## config.mk

```make
export PLATFORM = sky130hd
export DESIGN_NAME = pol_cell
export DESIGN_NICKNAME = d
export VERILOG_FILES = /design/src/hw/rtl/pol_pkg.sv /design/src/hw/rtl/pol_cell.sv
export SDC_FILE = /design/constraint.sdc
export NUM_CORES = 1
export LEC_CHECK = 0
export ABC_AREA = 1
export BUFFER_PORTS_ARGS = -buffer_cell sky130_fd_sc_hd__buf_2
export CAP_MARGIN = 5
export CELL_PAD_IN_SITES_DETAIL_PLACEMENT = 0
export CELL_PAD_IN_SITES_GLOBAL_PLACEMENT = 1
export CORE_ASPECT_RATIO = 1.4
export CORE_MARGIN = 2
export CORE_UTILIZATION = 29
export DETAILED_ROUTE_END_ITERATION = 7
export PLACE_DENSITY_LB_ADDON = 0.2
export SETUP_SLACK_MARGIN = 0.5
export SLEW_MARGIN = 20
export SYNTH_ARGS = -nofsm -noshare
export SYNTH_HDL_FRONTEND = slang
export SYNTH_SLANG_ARGS = --single-unit
```

## constraint.sdc

```tcl
create_clock -name i_clk -period 3.12 [get_ports i_clk]
set_input_delay 0.156 -clock i_clk [delete_from_list [all_inputs] [get_ports i_clk]]
set_output_delay 0.156 -clock i_clk [all_outputs]
set_load 0.05 [all_outputs]
```

## src/hw/rtl/pol_pkg.sv

```systemverilog
`default_nettype none

package pol_pkg;

    // Request codes carried in the opcode field.
    typedef enum logic [1:0] {
        OP_INSERT = 2'd0,
        OP_REMOVE = 2'd1,
        OP_READ   = 2'd2,
        OP_CLEAR  = 2'd3
    } t_opcode;

    // Status codes returned with every result.
    typedef enum logic [1:0] {
        ST_DONE  = 2'd0,
        ST_RANGE = 2'd1,
        ST_FULL  = 2'd2,
        ST_NULL  = 2'd3
    } t_status;

    localparam int POS_W    = 8;
    localparam int HANDLE_W = 16;
    localparam int COUNT_W  = 9;

    typedef struct packed {
        t_opcode               opcode;
        logic [POS_W-1:0]      position;
        logic [HANDLE_W-1:0]   song_handle;
    } t_in_beat;

    typedef struct packed {
        t_status               status;
        logic [HANDLE_W-1:0]   read_handle;
        logic [COUNT_W-1:0]    entry_count;
        logic                  list_empty;
    } t_out_beat;

    // Commands broadcast from the controller to every cell of the row.
    typedef struct packed {
        logic ins_en;    // open a gap at the position and load the handle
        logic rem_en;    // close the gap at the position
        logic rd_load;   // copy every entry into its read register
        logic rd_shift;  // move the read registers one cell toward cell zero
    } t_cell_ctl;

endpackage

`default_nettype wire

```

## src/hw/rtl/pol_cell.sv

```systemverilog
`default_nettype none

module pol_cell #(
    parameter int IDX_W = 8,
    parameter int INDEX = 0
) (
    input  wire logic                          i_clk,
    input  wire pol_pkg::t_cell_ctl            i_ctl,
    input  wire logic [IDX_W-1:0]              i_pos,
    input  wire logic [pol_pkg::HANDLE_W-1:0]  i_handle,
    input  wire logic [pol_pkg::HANDLE_W-1:0]  i_left,
    input  wire logic [pol_pkg::HANDLE_W-1:0]  i_right,
    input  wire logic [pol_pkg::HANDLE_W-1:0]  i_rd_right,
    output logic      [pol_pkg::HANDLE_W-1:0]  o_entry,
    output logic      [pol_pkg::HANDLE_W-1:0]  o_rd
);

    localparam logic [IDX_W-1:0] MY_IDX = IDX_W'(INDEX);

    logic [pol_pkg::HANDLE_W-1:0] r_entry;
    logic [pol_pkg::HANDLE_W-1:0] r_rd;

    // An insert moves every entry at or above the position up by one; a
    // remove pulls every entry above the position down by one.
    always_ff @(posedge i_clk) begin
        priority if (i_ctl.ins_en && (MY_IDX == i_pos)) begin
            r_entry <= i_handle;
        end else if (i_ctl.ins_en && (MY_IDX > i_pos)) begin
            r_entry <= i_left;
        end else if (i_ctl.rem_en && (MY_IDX >= i_pos)) begin
            r_entry <= i_right;
        end else begin
            r_entry <= r_entry;
        end
    end

    always_ff @(posedge i_clk) begin
        priority if (i_ctl.rd_load) begin
            r_rd <= r_entry;
        end else if (i_ctl.rd_shift) begin
            r_rd <= i_rd_right;
        end else begin
            r_rd <= r_rd;
        end
    end

    assign o_entry = r_entry;
    assign o_rd    = r_rd;

endmodule

`default_nettype wire
```

# After elaboration in Yosys (flattened, before gate mapping)
# Cells that the tools add are included.
dict set report word_totals {
  elab_cells 15
  register_bits 32
  inputBits 77
  out_inout_bits 32
}
dict set report op_classes {
  reduce_logical 6
  mux 5
  n_lt_le_gt_ge 2
}
# cell n
set ops {}
lappend ops {{two-way mux 16 bit} 5}
lappend ops {{greater-or-equal comparator 1 x 8 -> 1 bit (first input constant)} 1}
lappend ops {{> comparator 1 x 8 -> 1 bit (first input constant)} 1}
lappend ops {{zero test 8 bit} 1}
lappend ops {{logical AND 1 bit} 3}
lappend ops {{nonzero test 3 bit} 1}
lappend ops {{nonzero test 2 bit} 1}

# Logic depth before layout (Yosys ltp)
dict set report logic_depth {
  depth_word 5
  ltp_mapped 7
  ltp_nobuf 6
}

# Worst setup path after synthesis
# No wires, ideal clock.
dict set report synth_timing {
  path_type {input port to flip-flop}
  from {input i_pos[7]}
  to {register r_entry, in the netlist o_entry[0], enable pin}
  arrival_ps 1129
  stages 6
  path_slack_ps 1619
  n_path_buf 1
  setup_ps 372
  required_time_ps 2748
  cell_sequence {nor2_1 nand2_1 nor2_4 nand2_4 buf_6 nand2_1}
}
dict set report synth_between {
  elab_chain_len 3
  elab_cells_between_ends 7
  classes_between {order compare (2); reduce/logical (5)}
}
# element line
set synth_lines {}
lappend synth_lines {{start, declared} pol_cell.sv:9} ;# input wire logic [IDX_W-1:0] i_pos,
lappend synth_lines {{> comparator 1 x 8 -> 1 bit, or another cell as far along} pol_cell.sv:28} ;# end else if (i_ctl.ins_en && (MY_IDX > i_pos)) begin
lappend synth_lines {{logical AND 1 bit (on tied branches)} {pol_cell.sv:28, pol_cell.sv:26, pol_cell.sv:30}}
lappend synth_lines {{nonzero test 3 bit (no source line) (*)} n/a}
lappend synth_lines {{end signal, assigned} pol_cell.sv:27} ;# r_entry <= i_handle;
lappend synth_lines {{end signal, assigned} pol_cell.sv:29} ;# r_entry <= i_left;
lappend synth_lines {{end signal, assigned} pol_cell.sv:31} ;# r_entry <= i_right;
lappend synth_lines {{end, declared} pol_cell.sv:20} ;# logic [pol_pkg::HANDLE_W-1:0] r_entry;
# Every way passes the cells marked *; elsewhere a longest branch is shown, timed or not.
# A chain may end at the register's enable or synchronous reset.

# Worst setup path in the final report
dict set report layout_timing {
  from {input i_pos[7]}
  to {register r_entry, in the netlist o_entry[13], enable pin}
}
# Same word-level chain as after synthesis.

==> impl_metrics.json <==
{
  "status": "completed",
  "core_area_um2": 4842,
  "vias_per_cell": 4.153,
  "crit_type": "input pin to register",
  "setup_viol": 0,
  "gp_congestion": 0.7133,
  "worst_pin_slew_ns": 0.5979,
  "timing.rr.start": "o_entry[4]",
  "wire_per_inst_um": 10.65,
  "power_w": 0.0009106,
  "num_antenna_cells": 0,
  "grt_use_met1_pct": 12.63,
  "hold_viol": 0,
  "grt_use_met2_pct": 20.48,
  "cts_hold_buf": 0,
  "yosysUniqueCellTypes": 12,
  "fin_tns_setup_ns": 0,
  "clock.fmax_mhz": 620.1,
  "endpoint": "o_entry[13]",
  "endpoint_kind": "register",
  "cp_max_fo": 18,
  "clk_pin_slew_ns": 0.05,
  "die_height_um": 87.56,
  "final.fill_count": 507,
  "post-cts-setup-buffers": 0,
  "startpoint_type": "input pin",
  "r2r_end": "o_rd[4]",
  "dp_cells": 296,
  "grt_overflow": 0,
  "grt_use_total_pct": 11.61,
  "rsz0062_at_grt": "false",
  "maxCapViolations": 0,
  "clockRootBuffer": "clkbuf_8",
  "powerDensity_nw_per_um2": 452.3,
  "final_cells": 301,
  "synth_seq_area_share_pct": 66.44,
  "busiest_layer": "met2",
  "synthesis.nets": 224,
  "antenna_found_initial": 0,
  "clk_path_buf_depth": 2,
  "grt_pass1_vias": 1140,
  "portBuffers": 92,
  "rrSetupSlack_ns": 2.33,
  "grt_first_pass_wirelength_mm": 4.981,
  "grt_use_met3_pct": 4.242,
  "required_ns": 3.02,
  "rows": 30,
  "drt-initial-drc-count": 52,
  "cts_resized": 0,
  "nNetsFinal": 316,
  "postRouteAntennaNets": 0,
  "critPathLaunch": "i_pos[7]",
  "vias": 1250,
  "pre_cts_slack_ns": 1.174,
  "die_x_um": 63.69,
  "drive_above_1_share_pct": 42.19,
  "dr.pass1.iters": 4,
  "area_delta_synth_final_pct": 39.19,
  "clk_latency_ns": 0.27,
  "worstPathArrival_ns": 1.52,
  "hpwl_mm": 2.646,
  "drcViolationCount": 0,
  "synth_warnings": 0,
  "min_period_ns": 1.613,
  "ys_seq_elements": 32,
  "syn_area_um2": 1446,
  "skew_ns": 0.003458,
  "setup_ws_ns": 1.507,
  "avgSynthCellArea_um2": 9.839,
  "ioPinCount": 109,
  "syn_inst": 147,
  "placed_cell_area_um2": 1944,
  "die_area_um2": 5576,
  "slew_violations": 0,
  "min_period_over_period_pct": 51.69,
  "numCtsBuffers": 5,
  "hold_class": "input pin to register",
  "leakagePower_nw": 1.018,
  "cts_num_sinks": 32,
  "multiInputGateArea_um2": 439.2,
  "start_util_pct": 29.87,
  "final-seq-area_um2": 960.9,
  "peakVddDrop_v": 0.0001333,
  "cts_htree_levels": 2,
  "routed_wl_mm": 3.207,
  "grt_max_degree": 19,
  "reg2regPathDepth": 2,
  "cts_tree": "yes",
  "fin_area_um2": 2013,
  "slew_headroom_pct": 60.05
}
-- power breakdown --
part | switching (W) | internal, W
registers | 0.00000356 | 0.000494
logic | 0.000103 | 0.0000481
clock network | 0.000119 | 0.000143
total | 0.000226 | 0.000685
-- cell families after synthesis --
family / count (synthesis) / share of synthesized area [%]
buf+inv: 8 / 3.200
flops: 32 / 66.44
simple gates: 107 / 30.36
-- registers in the layout (all words and copies together) (netlist names) --
register	cells
o_entry	16
o_rd	16
-- Yosys cell counts, drive strengths merged --
library cell	instances	area [µm²]
nand2	85	326.6
edfxtp	32	960.9
nand3	16	80.08
buf	6	38.79
nor2	5	26.27
clkbuf	1	3.750
inv	1	3.750
or2	1	6.260
-- worst max-delay path, cell delays in order --
cell	delay, ns
buf_2	0.10
nor2_1	0.09
nand2_1	0.09
nor2_4	0.36
nand2_4	0.21
nand2_1	0.51
-- metrics by stage --
| stage | hold slack [ns] | utilization (%) |
|---|---|---|
| after floorplan | 0.3346 | - |
| after global placement | 0.4231 | 40.16 |
| after detailed placement | 0.4250 | 40.16 |
| after CTS | 0.1391 | 41.58 |
| after global routing | 0.1529 | 41.58 |
| final | 0.1495 | 41.58 |
-- layout make-up --
cell class | instances | share of cell area [%]
Sequential cell | 32 | 47.73
Timing Repair Buffer | 92 | 22.87
Tap cell | 64 | 3.978
Multi-Input combinational cell | 107 | 21.81
Inverter | 1 | 0.1865
Clock buffer | 5 | 3.418
-- cell usage in the layout, fill, tap and decap left out, drive strengths merged --
cell type / synthesis / routed
nand3: 16 / 16
buf: 6 / 92
nor2: 5 / 5
or2: 1 / 1
clkbuf: 1 / 5
inv: 1 / 1
edfxtp: 32 / 32
nand2: 85 / 85
-- how the worst min path moves through the flow --
stage / startpoint / endpoint / slack [ns] / depth (start not counted)
detailed placement: i_rd_right[14] / o_rd[14] / 0.43 / 3
CTS: i_right[14] / o_entry[14] / 0.14 / 3
global placement: i_right[6] / o_entry[6] / 0.42 / 3
global route: i_right[6] / o_entry[6] / 0.15 / 3
floorplan: i_right[0] / o_entry[0] / 0.33 / 2
finish: i_right[1] / o_entry[1] / 0.15 / 3
-- routing by layer --
metal | share of wire, % | vias up | wire [µm]
li1 | - | 663 | -
met1 | 41 | 520 | 1300
met2 | 49 | 62 | 1558
met3 | 9.1 | 5 | 293
met4 | 1.7 | 0 | 54
met5 | 0 | - | 0
(Power assumes the default switching activity.)
